File: config.mk
export PLATFORM = sky130hd
export DESIGN_NAME = proportional_share_allocator_core
export DESIGN_NICKNAME = d
export VERILOG_FILES = /design/src/rtl/psa_pkg.sv /design/src/rtl/psa_datapath.sv /design/src/rtl/psa_ctrl.sv /design/src/rtl/proportional_share_allocator_core.sv
export SDC_FILE = /design/constraint.sdc
export NUM_CORES = 1
export LEC_CHECK = 0
export ABC_AREA = 1
export BUFFER_PORTS_ARGS = -buffer_cell sky130_fd_sc_hd__clkbuf_2
export CAP_MARGIN = 40
export CORE_ASPECT_RATIO = 1.75
export CORE_MARGIN = 10
export CORE_UTILIZATION = 35
export CTS_CLUSTER_SIZE = 30
export DETAILED_ROUTE_END_ITERATION = 16
export SLEW_MARGIN = 20
export SYNTH_ARGS = -nofsm -noshare
export SYNTH_HDL_FRONTEND = slang
export SYNTH_SLANG_ARGS = --single-unit
export TNS_END_PERCENT = 1
File: constraint.sdc
create_clock -name aclk -period 5.7 [get_ports aclk]
set_input_delay 1.14 -clock aclk [delete_from_list [all_inputs] [get_ports aclk]]
set_output_delay 1.14 -clock aclk [all_outputs]
set_load 0.005 [all_outputs]
File: src/rtl/psa_pkg.sv
// shared types and constants of the proportional share allocator
package psa_pkg;

    localparam int UNIT_W   = 10;
    localparam int LABEL_W  = 4;
    localparam int STATUS_W = 2;

    localparam logic [STATUS_W-1:0] ST_OK    = 2'd0;
    localparam logic [STATUS_W-1:0] ST_EMPTY = 2'd1;
    localparam logic [STATUS_W-1:0] ST_OVER  = 2'd2;

    localparam logic CMD_ADD    = 1'b0;
    localparam logic CMD_FINISH = 1'b1;

    typedef enum logic [3:0] {
        OP_NONE,
        OP_ADD_LATCH,
        OP_ADD_WR,
        OP_FIN_START,
        OP_PTR_INC,
        OP_MUL,
        OP_DIV_INIT,
        OP_DIV_STEP,
        OP_SH_WR,
        OP_SCAN_START,
        OP_SCAN_CMP,
        OP_DEC_WR,
        OP_EMIT_START,
        OP_OUT_OK,
        OP_OUT_ERR,
        OP_CLEAR
    } dp_op_t;

    typedef struct packed {
        dp_op_t                op;
        logic [STATUS_W-1:0]   err_status;
    } ctrl_cmd_t;

    typedef struct packed {
        logic total_zero;
        logic too_many;
        logic ptr_valid;
        logic ptr_last;
        logic div_done;
        logic sum_gt;
        logic found;
        logic out_last;
    } dp_stat_t;

endpackage

File: src/rtl/psa_datapath.sv
// count and share stores, multiplier, ceiling divider and result register
module psa_datapath #(
    parameter int MAX_CLUSTERS = 16,
    parameter int COUNT_BITS   = 16
) (
    input  logic                          aclk,
    input  logic                          aresetn,
    input  logic                          cfg_we,
    input  logic [psa_pkg::UNIT_W-1:0]    cfg_wdata,
    input  logic [psa_pkg::LABEL_W-1:0]   in_label,
    input  psa_pkg::ctrl_cmd_t            cmd,
    output psa_pkg::dp_stat_t             stat,
    output logic [psa_pkg::LABEL_W-1:0]   out_label,
    output logic [psa_pkg::UNIT_W-1:0]    out_share,
    output logic [psa_pkg::STATUS_W-1:0]  out_status,
    output logic                          out_last
);
    import psa_pkg::*;

    localparam int AW  = $clog2(MAX_CLUSTERS);
    localparam int PRW = $clog2(MAX_CLUSTERS + 1);
    localparam int PW  = COUNT_BITS + UNIT_W;
    localparam int DW  = PW + 1;
    localparam int BCW = $clog2(DW);
    localparam int SW  = UNIT_W + PRW;

    logic [COUNT_BITS-1:0]   count_mem [MAX_CLUSTERS];
    logic [UNIT_W-1:0]       share_mem [MAX_CLUSTERS];

    logic [MAX_CLUSTERS-1:0] valid_reg;
    logic [PRW-1:0]          present_reg;
    logic [COUNT_BITS-1:0]   item_total_reg;
    logic [UNIT_W-1:0]       tu_reg;

    logic [AW-1:0]           ptr_reg;
    logic                    add_ok_reg;
    logic [COUNT_BITS-1:0]   cnt_rd_reg;
    logic [UNIT_W-1:0]       shr_rd_reg;
    logic [PW-1:0]           prod_reg;
    logic [DW-1:0]           dvd_reg;
    logic [COUNT_BITS-1:0]   rem_reg;
    logic [UNIT_W-1:0]       quo_reg;
    logic [BCW-1:0]          bitcnt_reg;
    logic [SW-1:0]           sum_reg;
    logic                    found_reg;
    logic [UNIT_W-1:0]       min_reg;
    logic [AW-1:0]           pick_reg;
    logic [PRW-1:0]          emit_reg;
    logic [LABEL_W-1:0]      out_label_reg;
    logic [UNIT_W-1:0]       out_share_reg;
    logic [STATUS_W-1:0]     out_status_reg;
    logic                    out_last_reg;

    logic [31:0]             lab32;
    logic [31:0]             ptr32;
    logic                    ptr_last;
    logic [COUNT_BITS:0]     rem_sh;
    logic [COUNT_BITS:0]     rem_sub;
    logic                    rem_ge;
    logic                    cand;
    logic                    emit_last;
    logic                    sh_we;
    logic [AW-1:0]           sh_wa;
    logic [UNIT_W-1:0]       sh_wd;

    assign lab32     = 32'(in_label);
    assign ptr32     = 32'(ptr_reg);
    assign ptr_last  = (ptr_reg == AW'(MAX_CLUSTERS - 1));
    assign rem_sh    = {rem_reg, dvd_reg[DW-1]};
    assign rem_sub   = rem_sh - {1'b0, item_total_reg};
    assign rem_ge    = (rem_sh >= {1'b0, item_total_reg});
    assign cand      = valid_reg[ptr_reg] && (shr_rd_reg > UNIT_W'(1))
                       && (!found_reg || (shr_rd_reg < min_reg));
    assign emit_last = ((emit_reg + PRW'(1)) == present_reg);

    always_comb begin
        sh_we = 1'b0;
        sh_wa = ptr_reg;
        sh_wd = quo_reg;
        if (cmd.op == OP_SH_WR) begin
            sh_we = 1'b1;
        end else if (cmd.op == OP_DEC_WR) begin
            sh_we = 1'b1;
            sh_wa = pick_reg;
            sh_wd = min_reg - UNIT_W'(1);
        end
    end

    // stores: read every cycle at the pointer, registered read data
    always_ff @(posedge aclk) begin
        cnt_rd_reg <= count_mem[ptr_reg];
        shr_rd_reg <= share_mem[ptr_reg];
        if (cmd.op == OP_ADD_WR && add_ok_reg) begin
            count_mem[ptr_reg] <= valid_reg[ptr_reg] ? cnt_rd_reg + COUNT_BITS'(1)
                                                      : COUNT_BITS'(1);
        end
        if (sh_we) begin
            share_mem[sh_wa] <= sh_wd;
        end
    end

    always_ff @(posedge aclk) begin
        if (!aresetn) begin
            valid_reg      <= '0;
            present_reg    <= '0;
            item_total_reg <= '0;
            tu_reg         <= UNIT_W'(16);
        end else begin
            if (cfg_we) begin
                tu_reg <= cfg_wdata;
            end
            if (cmd.op == OP_ADD_WR && add_ok_reg) begin
                valid_reg[ptr_reg] <= 1'b1;
                if (!valid_reg[ptr_reg]) begin
                    present_reg <= present_reg + PRW'(1);
                end
                item_total_reg <= item_total_reg + COUNT_BITS'(1);
            end else if (cmd.op == OP_CLEAR) begin
                valid_reg      <= '0;
                present_reg    <= '0;
                item_total_reg <= '0;
            end
        end
    end

    always_ff @(posedge aclk) begin
        unique case (cmd.op)
            OP_ADD_LATCH: begin
                ptr_reg    <= lab32[AW-1:0];
                add_ok_reg <= (lab32 < 32'(MAX_CLUSTERS)) && (item_total_reg != '1);
            end
            OP_FIN_START: begin
                ptr_reg <= '0;
                sum_reg <= '0;
            end
            OP_PTR_INC: begin
                if (!ptr_last) ptr_reg <= ptr_reg + AW'(1);
            end
            OP_MUL: begin
                prod_reg <= PW'(tu_reg) * PW'(cnt_rd_reg);
            end
            OP_DIV_INIT: begin
                // ceiling division: divide count*units + total - 1 by total
                dvd_reg    <= DW'(prod_reg) + DW'(item_total_reg) - DW'(1);
                rem_reg    <= '0;
                quo_reg    <= '0;
                bitcnt_reg <= BCW'(DW - 1);
            end
            OP_DIV_STEP: begin
                dvd_reg    <= dvd_reg << 1;
                bitcnt_reg <= bitcnt_reg - BCW'(1);
                rem_reg    <= rem_ge ? rem_sub[COUNT_BITS-1:0] : rem_sh[COUNT_BITS-1:0];
                quo_reg    <= {quo_reg[UNIT_W-2:0], rem_ge};
            end
            OP_SH_WR: begin
                sum_reg <= sum_reg + SW'(quo_reg);
                if (!ptr_last) ptr_reg <= ptr_reg + AW'(1);
            end
            OP_SCAN_START: begin
                ptr_reg   <= '0;
                found_reg <= 1'b0;
            end
            OP_SCAN_CMP: begin
                if (cand) begin
                    found_reg <= 1'b1;
                    min_reg   <= shr_rd_reg;
                    pick_reg  <= ptr_reg;
                end
                if (!ptr_last) ptr_reg <= ptr_reg + AW'(1);
            end
            OP_DEC_WR: begin
                sum_reg <= sum_reg - SW'(1);
            end
            OP_EMIT_START: begin
                ptr_reg  <= '0;
                emit_reg <= '0;
            end
            OP_OUT_OK: begin
                out_label_reg  <= ptr32[LABEL_W-1:0];
                out_share_reg  <= shr_rd_reg;
                out_status_reg <= ST_OK;
                out_last_reg   <= emit_last;
                emit_reg       <= emit_reg + PRW'(1);
            end
            OP_OUT_ERR: begin
                out_label_reg  <= '0;
                out_share_reg  <= '0;
                out_status_reg <= cmd.err_status;
                out_last_reg   <= 1'b1;
            end
            default: ;
        endcase
    end

    assign stat.total_zero = (item_total_reg == '0);
    assign stat.too_many   = (32'(present_reg) > 32'(tu_reg));
    assign stat.ptr_valid  = valid_reg[ptr_reg];
    assign stat.ptr_last   = ptr_last;
    assign stat.div_done   = (bitcnt_reg == '0);
    assign stat.sum_gt     = (sum_reg > SW'(tu_reg));
    assign stat.found      = found_reg;
    assign stat.out_last   = out_last_reg;

    assign out_label  = out_label_reg;
    assign out_share  = out_share_reg;
    assign out_status = out_status_reg;
    assign out_last   = out_last_reg;

endmodule

File: src/rtl/psa_ctrl.sv
// sequencer for loads, share computation, reduction and result delivery
module psa_ctrl (
    input  logic                aclk,
    input  logic                aresetn,
    input  logic                s_tvalid,
    input  logic                s_cmd,
    output logic                s_tready,
    output logic                m_tvalid,
    input  logic                m_tready,
    input  psa_pkg::dp_stat_t   stat,
    output psa_pkg::ctrl_cmd_t  cmd
);
    import psa_pkg::*;

    typedef enum logic [3:0] {
        S_IDLE, S_A_WAIT, S_A_WR,
        S_C_CHK, S_C_MUL, S_C_DINIT, S_C_DIV, S_C_WR,
        S_R_CHK, S_R_SA, S_R_SB, S_R_DEC,
        S_O_CHK, S_O_LOAD, S_O_WAIT
    } state_t;

    state_t state_reg, state_next;
    logic   mv_reg, mv_next;

    always_comb begin
        state_next     = state_reg;
        mv_next        = mv_reg;
        cmd.op         = OP_NONE;
        cmd.err_status = ST_OK;
        unique case (state_reg)
            S_IDLE: begin
                if (s_tvalid) begin
                    if (s_cmd == CMD_ADD) begin
                        cmd.op     = OP_ADD_LATCH;
                        state_next = S_A_WAIT;
                    end else if (stat.total_zero || stat.too_many) begin
                        cmd.op         = OP_OUT_ERR;
                        cmd.err_status = stat.total_zero ? ST_EMPTY : ST_OVER;
                        mv_next        = 1'b1;
                        state_next     = S_O_WAIT;
                    end else begin
                        cmd.op     = OP_FIN_START;
                        state_next = S_C_CHK;
                    end
                end
            end
            S_A_WAIT: state_next = S_A_WR;
            S_A_WR: begin
                cmd.op     = OP_ADD_WR;
                state_next = S_IDLE;
            end
            S_C_CHK: begin
                if (stat.ptr_valid) begin
                    state_next = S_C_MUL;
                end else if (stat.ptr_last) begin
                    state_next = S_R_CHK;
                end else begin
                    cmd.op = OP_PTR_INC;
                end
            end
            S_C_MUL: begin
                cmd.op     = OP_MUL;
                state_next = S_C_DINIT;
            end
            S_C_DINIT: begin
                cmd.op     = OP_DIV_INIT;
                state_next = S_C_DIV;
            end
            S_C_DIV: begin
                cmd.op = OP_DIV_STEP;
                if (stat.div_done) state_next = S_C_WR;
            end
            S_C_WR: begin
                cmd.op     = OP_SH_WR;
                state_next = stat.ptr_last ? S_R_CHK : S_C_CHK;
            end
            S_R_CHK: begin
                if (stat.sum_gt) begin
                    cmd.op     = OP_SCAN_START;
                    state_next = S_R_SA;
                end else begin
                    cmd.op     = OP_EMIT_START;
                    state_next = S_O_CHK;
                end
            end
            S_R_SA: state_next = S_R_SB;
            S_R_SB: begin
                cmd.op     = OP_SCAN_CMP;
                state_next = stat.ptr_last ? S_R_DEC : S_R_SA;
            end
            S_R_DEC: begin
                if (stat.found) begin
                    cmd.op     = OP_DEC_WR;
                    state_next = S_R_CHK;
                end else begin
                    cmd.op     = OP_EMIT_START;
                    state_next = S_O_CHK;
                end
            end
            S_O_CHK: begin
                if (stat.ptr_valid) begin
                    state_next = S_O_LOAD;
                end else if (stat.ptr_last) begin
                    cmd.op     = OP_CLEAR;
                    state_next = S_IDLE;
                end else begin
                    cmd.op = OP_PTR_INC;
                end
            end
            S_O_LOAD: begin
                cmd.op     = OP_OUT_OK;
                mv_next    = 1'b1;
                state_next = S_O_WAIT;
            end
            S_O_WAIT: begin
                if (m_tready) begin
                    mv_next = 1'b0;
                    if (stat.out_last) begin
                        cmd.op     = OP_CLEAR;
                        state_next = S_IDLE;
                    end else begin
                        cmd.op     = OP_PTR_INC;
                        state_next = S_O_CHK;
                    end
                end
            end
            default: state_next = S_IDLE;
        endcase
    end

    always_ff @(posedge aclk) begin
        if (!aresetn) begin
            state_reg <= S_IDLE;
            mv_reg    <= 1'b0;
        end else begin
            state_reg <= state_next;
            mv_reg    <= mv_next;
        end
    end

    assign s_tready = (state_reg == S_IDLE);
    assign m_tvalid = mv_reg;

endmodule

File: src/rtl/proportional_share_allocator_core.sv
// top level of the proportional share allocator
// Each add transaction bumps the count of its cluster label unless the item
// total is saturated. A finish transaction apportions total_units among the
// present clusters by ceil(total_units*count/items): an empty table entry is
// skipped, a present one is multiplied, divided by the bit-serial ceiling
// divider and written to the share store. Each unit taken back to reach the
// total costs one scan of the share store. Results then leave one per present
// cluster in label order; a finish with no items or more present clusters than
// units gives a single error result instead. No input is taken until the last
// result is accepted.
module proportional_share_allocator_core #(
    parameter int MAX_CLUSTERS = 16,
    parameter int COUNT_BITS   = 16
) (
    input  logic                         aclk,
    input  logic                         aresetn,
    input  logic                         cfg_we,
    input  logic [psa_pkg::UNIT_W-1:0]   cfg_wdata,  // total_units
    input  logic                         s_tvalid,
    output logic                         s_tready,
    input  logic [7:0]                   s_tdata,    // label[3:0], zero pad
    input  logic [0:0]                   s_tuser,    // cmd[0]
    output logic                         m_tvalid,
    input  logic                         m_tready,
    output logic [15:0]                  m_tdata,    // cluster_label[3:0], share[13:4], status[15:14]
    output logic                         m_tlast
);
    import psa_pkg::*;

    ctrl_cmd_t            cmd;
    dp_stat_t             stat;
    logic [LABEL_W-1:0]   out_label;
    logic [UNIT_W-1:0]    out_share;
    logic [STATUS_W-1:0]  out_status;

    psa_ctrl u_ctrl (
        .aclk     (aclk),
        .aresetn  (aresetn),
        .s_tvalid (s_tvalid),
        .s_cmd    (s_tuser[0]),
        .s_tready (s_tready),
        .m_tvalid (m_tvalid),
        .m_tready (m_tready),
        .stat     (stat),
        .cmd      (cmd)
    );

    psa_datapath #(
        .MAX_CLUSTERS (MAX_CLUSTERS),
        .COUNT_BITS   (COUNT_BITS)
    ) u_dp (
        .aclk       (aclk),
        .aresetn    (aresetn),
        .cfg_we     (cfg_we),
        .cfg_wdata  (cfg_wdata),
        .in_label   (s_tdata[LABEL_W-1:0]),
        .cmd        (cmd),
        .stat       (stat),
        .out_label  (out_label),
        .out_share  (out_share),
        .out_status (out_status),
        .out_last   (m_tlast)
    );

    assign m_tdata = {out_status, out_share, out_label};

    // input side is closed while any result is pending
    a_no_overlap: assert property (@(posedge aclk) disable iff (!aresetn)
        !(s_tready && m_tvalid))
        else $error("input accepted while a result is pending");

    a_err_last: assert property (@(posedge aclk) disable iff (!aresetn)
        (m_tvalid && m_tdata[15:14] != ST_OK) |-> (m_tlast && m_tdata[13:4] == '0))
        else $error("error result not single and zero");

    a_ok_share: assert property (@(posedge aclk) disable iff (!aresetn)
        (m_tvalid && m_tdata[15:14] == ST_OK) |-> (m_tdata[13:4] != '0))
        else $error("present cluster got zero share");

endmodule

# Word level (Yosys, flattened, before mapping)
# Memory sizes are Yosys's and may differ from the RTL's. A register that Yosys moved wholly into a read port is not among the register bits.
# Cells that the tools add are included.
[op_classes]
addsub = 12
n_mul = 1
magnitude_cmp = 8
eq_ne = 42
muxes = 69
bitwise_logic = 1
n_reduce_logical = 27
[op_table]
columns = ["cell", "n"]
rows = [
  ["2-to-1 mux 16 bit", 5],
  ["2-to-1 mux 4 bit", 19],
  ["== test 4 bit, second input constant", 16],
  ["case mux 4 bit (14 select lines)", 1],
  ["case mux 27 bit (2 select lines)", 1],
  ["case mux 4 bit (13 select lines)", 1],
  ["case mux 15 bit (3 select lines)", 1],
  ["case mux 10 bit (2 select lines)", 2],
  ["adder 16 x 1 -> 16 bit, second input constant", 2],
  ["== test 4 x 3 -> 1 bit, second input constant", 8],
  ["case mux 16 bit (2 select lines)", 1],
  ["adder 26 x 16 -> 27 bit", 1],
  ["subtractor 27 x 1 -> 27 bit, second input constant", 1],
  ["multiplier 10 x 16 -> 26 bit", 1],
  ["2-to-1 mux 10 bit", 2],
  ["case mux 5 bit (2 select lines)", 2],
  [">= comparator 17 x 16 -> 1 bit", 1],
  ["== test 4 x 2 -> 1 bit, second input constant", 4],
  ["zero test 16 bit", 1],
  ["!= test 16 bit, second input constant", 1],
  ["OR 16 bit", 1],
  ["subtractor 16 bit", 1],
  ["adder 15 x 10 -> 15 bit", 1],
  ["> comparator 15 x 10 -> 1 bit", 1],
  ["37 further kinds", 85],
]
[word_totals]
ff_bits = 193
ram_bits = 416
in_bits = 24
out_inout_bits = 19
word_cells = 184
n_memories = 2
[memory_table]
columns = ["memory", "depth", "width", "read_ports", "rd_clocked_by_memory_dff", "write_ports", "line", "source"]
rows = [
  ["u_dp.count_mem", 16, 16, 1, 1, 1, "psa_datapath.sv:27", "logic [COUNT_BITS-1:0] count_mem [MAX_CLUSTERS];"],
  ["u_dp.share_mem", 16, 10, 1, 1, 1, "psa_datapath.sv:28", "logic [UNIT_W-1:0] share_mem [MAX_CLUSTERS];"],
]

# Depth between registers and ports, before layout
[logic_depth]
depth_word = 11
depth_mapped = 24
depth_no_buf = 22

# By module
# Synthesis repeated with hierarchy kept, for this count alone.
[hier_totals]
hier_cells = 3900
area_unflattened_um2 = 35913.2
[modules_own_cells]
columns = ["module", "instances", "cells_per_inst", "area_each_um2", "seq_area_each_um2"]
rows = [
  ["psa_datapath", 1, 3768, 35232.5, 18187.4],
  ["psa_ctrl", 1, 132, 680.7, 100.1],
]

# Worst setup path before layout
# OpenSTA, ideal clock, no wires.
[synth_path]
path_type = "register to register"
startpoint = "register u_dp.tu_reg[3]"
endpoint = "register u_dp.prod_reg[23] (data pin)"
setup_ns = 0.262
arrival_ns = 5.084
t_required_ns = 5.438
path_slack_ns = 0.354
path_stages_with_launch = 23
n_path_buf = 2
period_less_slack_ns = 5.346
path_cell_list = "dfxtp_1 > clkbuf_1 > clkbuf_1 > nand2_1 > fa_1 > inv_1 > fa_1 > inv_1 > fa_1 > inv_1 > fa_1 > inv_1 > fa_1 > inv_1 > ha_1 > a21oi_1 > o21ai_0 > a21oi_1 > o21ai_0 > a21oi_1 > o21ai_0 > a21oi_1 > xor2_1"
[synth_via]
elab_chain_cells = 1
[synth_rtl]
columns = ["item", "line", "source"]
rows = [
  ["from (decl)", "psa_datapath.sv:33", "logic [UNIT_W-1:0] tu_reg;"],
  ["from (signal assigned)", "psa_datapath.sv:110", "tu_reg <= cfg_wdata;"],
  ["multiplier 10 x 16 -> 26 bit", "psa_datapath.sv:140", "prod_reg <= PW'(tu_reg) * PW'(cnt_rd_reg);"],
  ["to (signal assigned)", "psa_datapath.sv:140", ""],
  ["to (decl)", "psa_datapath.sv:39", "logic [PW-1:0] prod_reg;"],
]
# Every way passes these cells.
# A chain may end at the register's enable or synchronous reset.

# Worst setup path after layout
[layout_path]
startpoint = "register u_dp.cnt_rd_reg[3], read port of u_dp.count_mem"
endpoint = "register u_dp.prod_reg[21] (data pin)"
[layout_via]
elab_chain_cells = 1
[layout_rtl]
columns = ["item", "line", "source"]
rows = [
  ["from (decl)", "psa_datapath.sv:37", "logic [COUNT_BITS-1:0] cnt_rd_reg;"],
  ["multiplier 10 x 16 -> 26 bit", "psa_datapath.sv:140", ""],
]
# Every way passes these cells.

==> out/results.txt <==
CTS Buffer Depth - 3
Synth Area per Inst - 9.84 um2
Fin. Hold Viols - 0
Critical Path, Cell by Cell - nand2_1 > inv_1 > fa_1 > fa_1 > fa_1 > fa_1 > inv_1 > fa_1 > inv_1 > ha_1 > a21oi_1 > o21ai_0 > a21oi_1 > o21ai_0 > buf_4 > a21oi_1 > o21ai_0 > buf_4 > buf_4 > xor2_1
Max Freq - 181 MHz
worst r2r dst - u_dp.prod_reg[21]
Synth Cell Area - 0.0341 mm2
layout cells sized above 1 - 8.85%
CTS root buf - clkbuf_16
gpl congestion - 0.868
Hold Slack - 0.445 ns
Ys Warns - 0
R2R Path Start - u_dp.cnt_rd_reg[3]
leak pwr - 15.6 nW
DR pass1 iterations - 7
vias per cell - 4.99
pwr dens - 548 mW/mm2
site row count - 151
CP endpoint kind - flop
CTS H-tree depth - 2
gr usage total - 15.3%
Starting Density - 35.3%
Mapped Cells - 3,465
vias in the first global route - 24,500
gr ovfl total - 0
RSZ-0062 raised after global routing - no
Post-synth top cells - nand2_1 (602), edfxtp_1 (557), inv_1 (449), nor2_1 (429), o21ai_0 (332)
period utilisation layout - 96.7%
filler cell count - 9,514
Yosys reg bits - 635
TritonCTS clock tree - done
cell family with most CP delay - adder cells
routed vias - 24,400
part of the Yosys area used for sequential elements - 53.6%
largest net degree at the start of global routing - 87
final worst path period need - 5.51 ns
Synth area leader - edfxtp_1
Num CTS Buffers - 55
Max FO, Critical Path - 11
status - finished, final reports clean
WL per Instance - 17.6 um
CTS Sinks - 635
R2R cell count - 20
Hold Crit Depth - 0
setup TNS - 0 ns
global-route wire length before repair - 135 mm
Port Buf Inserts - 38
final worst setup slack - 0.188 ns
Final nets - 3,840
Async SR Flop Fraction - 0%
Critical Path Start - u_dp.cnt_rd_reg[3]
area delta synth->final - 12.5%
Die Wd - 256 um
Placeable Area - 0.0967 mm2
Worst-Margin Slew - 0.877 ns
CTS clock-pin slew for the worst setup and hold paths - 0.07 ns
Max VDD drop - 453 uV
Critical Path AT - 5.88 ns
Die H - 433 um
Synth area leaders - edfxtp_1 (49%), fa_1 (6.6%), nand2_1 (6.6%)
largest stage delay on the critical path - 0.62 ns
Final HPWL DP - 59.8 mm
antenna violations before repair - 1
die area - 0.111 mm2
worst relative slew slack - 41.1%
# DRC - 0
Synth top area share - 49.0%
flop-to-flop setup slack - 0.19 ns
Initial DRC Count - 1,167
Synthesized Nets - 3,770
Worst setup SP type - flop
max reg flops - 256
endpoints failing setup - 0
CP bufs+invs - 6
IO Pins - 43
Netlist cell types - 51
startpoint of the worst hold path - u_dp.shr_rd_reg[0]
Req. time, crit path - 6.06 ns
Worst-Skew Late Latency - 0.63 ns
critical path type - flop to flop
Post-Route WL - 86.1 mm
Synth Flop Type - edfxtp_1
number of flops mapped to enable cells by yosys - 557
Final ANT Viol Nets - 0
Most common cell on crit path - fa_1
pre-CTS WS - 0.151 ns
Max stage delay cell, worst path - dfxtp_1
hold path endpoint - u_dp.min_reg[0]
max-slew violation count - 0
worst min path class - flop to flop
Final Skew - 0.0239 ns
max-cap viol count - 0
most frequent cell after synthesis - nand2_1
## how the worst max path moves through the flow
stage / to / slack (ns) / cells after the start
detailed placement: u_dp.prod_reg[21] / 0.15 / 19
floorplan: u_dp.prod_reg[23] / 0.35 / 22
CTS: u_dp.prod_reg[21] / 0.12 / 19
global route: u_dp.prod_reg[24] / 0.005 / 22
global placement: u_dp.prod_reg[21] / 0.18 / 19
finish: u_dp.prod_reg[21] / 0.19 / 20
## cells by family (layout without fill, tap and decap cells)
family / after synthesis / count (layout) / synth area share, %
buffers and inverters: 599 / 716 / 6.69
adders and majority gates: 281 / 281 / 12.8
xor gates and xnor gates: 79 / 79 / 2.03
other: 0 / 1 / 0
AOI/OAI and AO/OA: 636 / 636 / 10.1
and+or+nand+nor: 1235 / 1235 / 14.8
DFF: 635 / 635 / 53.6
## layout make-up
class                      count  area (um2)  area share (%)
clock inverter                29         334           0.871
multi-input combinational   2231       13700            35.6
timing repair buffer         155        1170            3.05
clock buffer                  75        1570            4.10
inverter                     457        1720            4.49
tap                         1300        1630            4.24
sequential                   635       18300            47.7
antenna                        1        2.50         0.00652
## where the power goes
group          internal [mW]  switching, mW
Sequential              6.18          0.387
Combinational           3.82           6.66
Clock                   2.22           1.77
Total                   12.2           8.82
## metal layers
layer | track usage [%] | part of all wire, %
met1 | 16.2 | 37
met2 | 29.7 | 54
met3 | 1.60 | 3.9
met4 | 7.31 | 4.7
met5 | 0 | 0
## metrics by stage
step	cells	utilization [%]	cell area [um2]	power [mW]
final	4883	39.7	38400	21.0
after global routing	4883	39.7	38400	22.9
after CTS	4878	39.6	38300	21.1
after detailed placement	4774	37.6	36300	17.1
after global placement	4758	37.4	36200	16.9
after floorplan	3465	-	34100	14.0
## cell usage in the layout, fill, tap and decap left out, types with 8 or more instances in the layout
cell | netlist | final
clkinv_2 | 0 | 8
a31oi_1 | 8 | 8
nor2_1 | 429 | 407
o21a_1 | 8 | 8
edfxtp_1 | 557 | 557
o22ai_1 | 105 | 105
clkbuf_16 | 0 | 57
inv_1 | 449 | 448
nor4_1 | 8 | 8
or2_2 | 13 | 13
ha_1 | 168 | 168
xnor2_1 | 33 | 33
dfxtp_1 | 78 | 71
fa_1 | 113 | 113
clkbuf_1 | 121 | 10
buf_4 | 4 | 111
nand2_1 | 602 | 602
a21oi_1 | 151 | 149
clkbuf_8 | 0 | 8
nor2_2 | 4 | 24
clkinv_1 | 2 | 8
nand3_1 | 73 | 73
clkbuf_2 | 0 | 38
nor3_1 | 36 | 31
nand4_1 | 52 | 52
o21ai_0 | 332 | 332
xor2_1 | 46 | 46
## timing repair
action | 4_1_cts | 5_1_grt
buffers inserted | 0 | 0
resized for setup | 0 | 9
hold buffers | 0 | 0
endpoints found under the setup margin | 0 | 7
No activity file was read; power rests on OpenSTA's default activity.
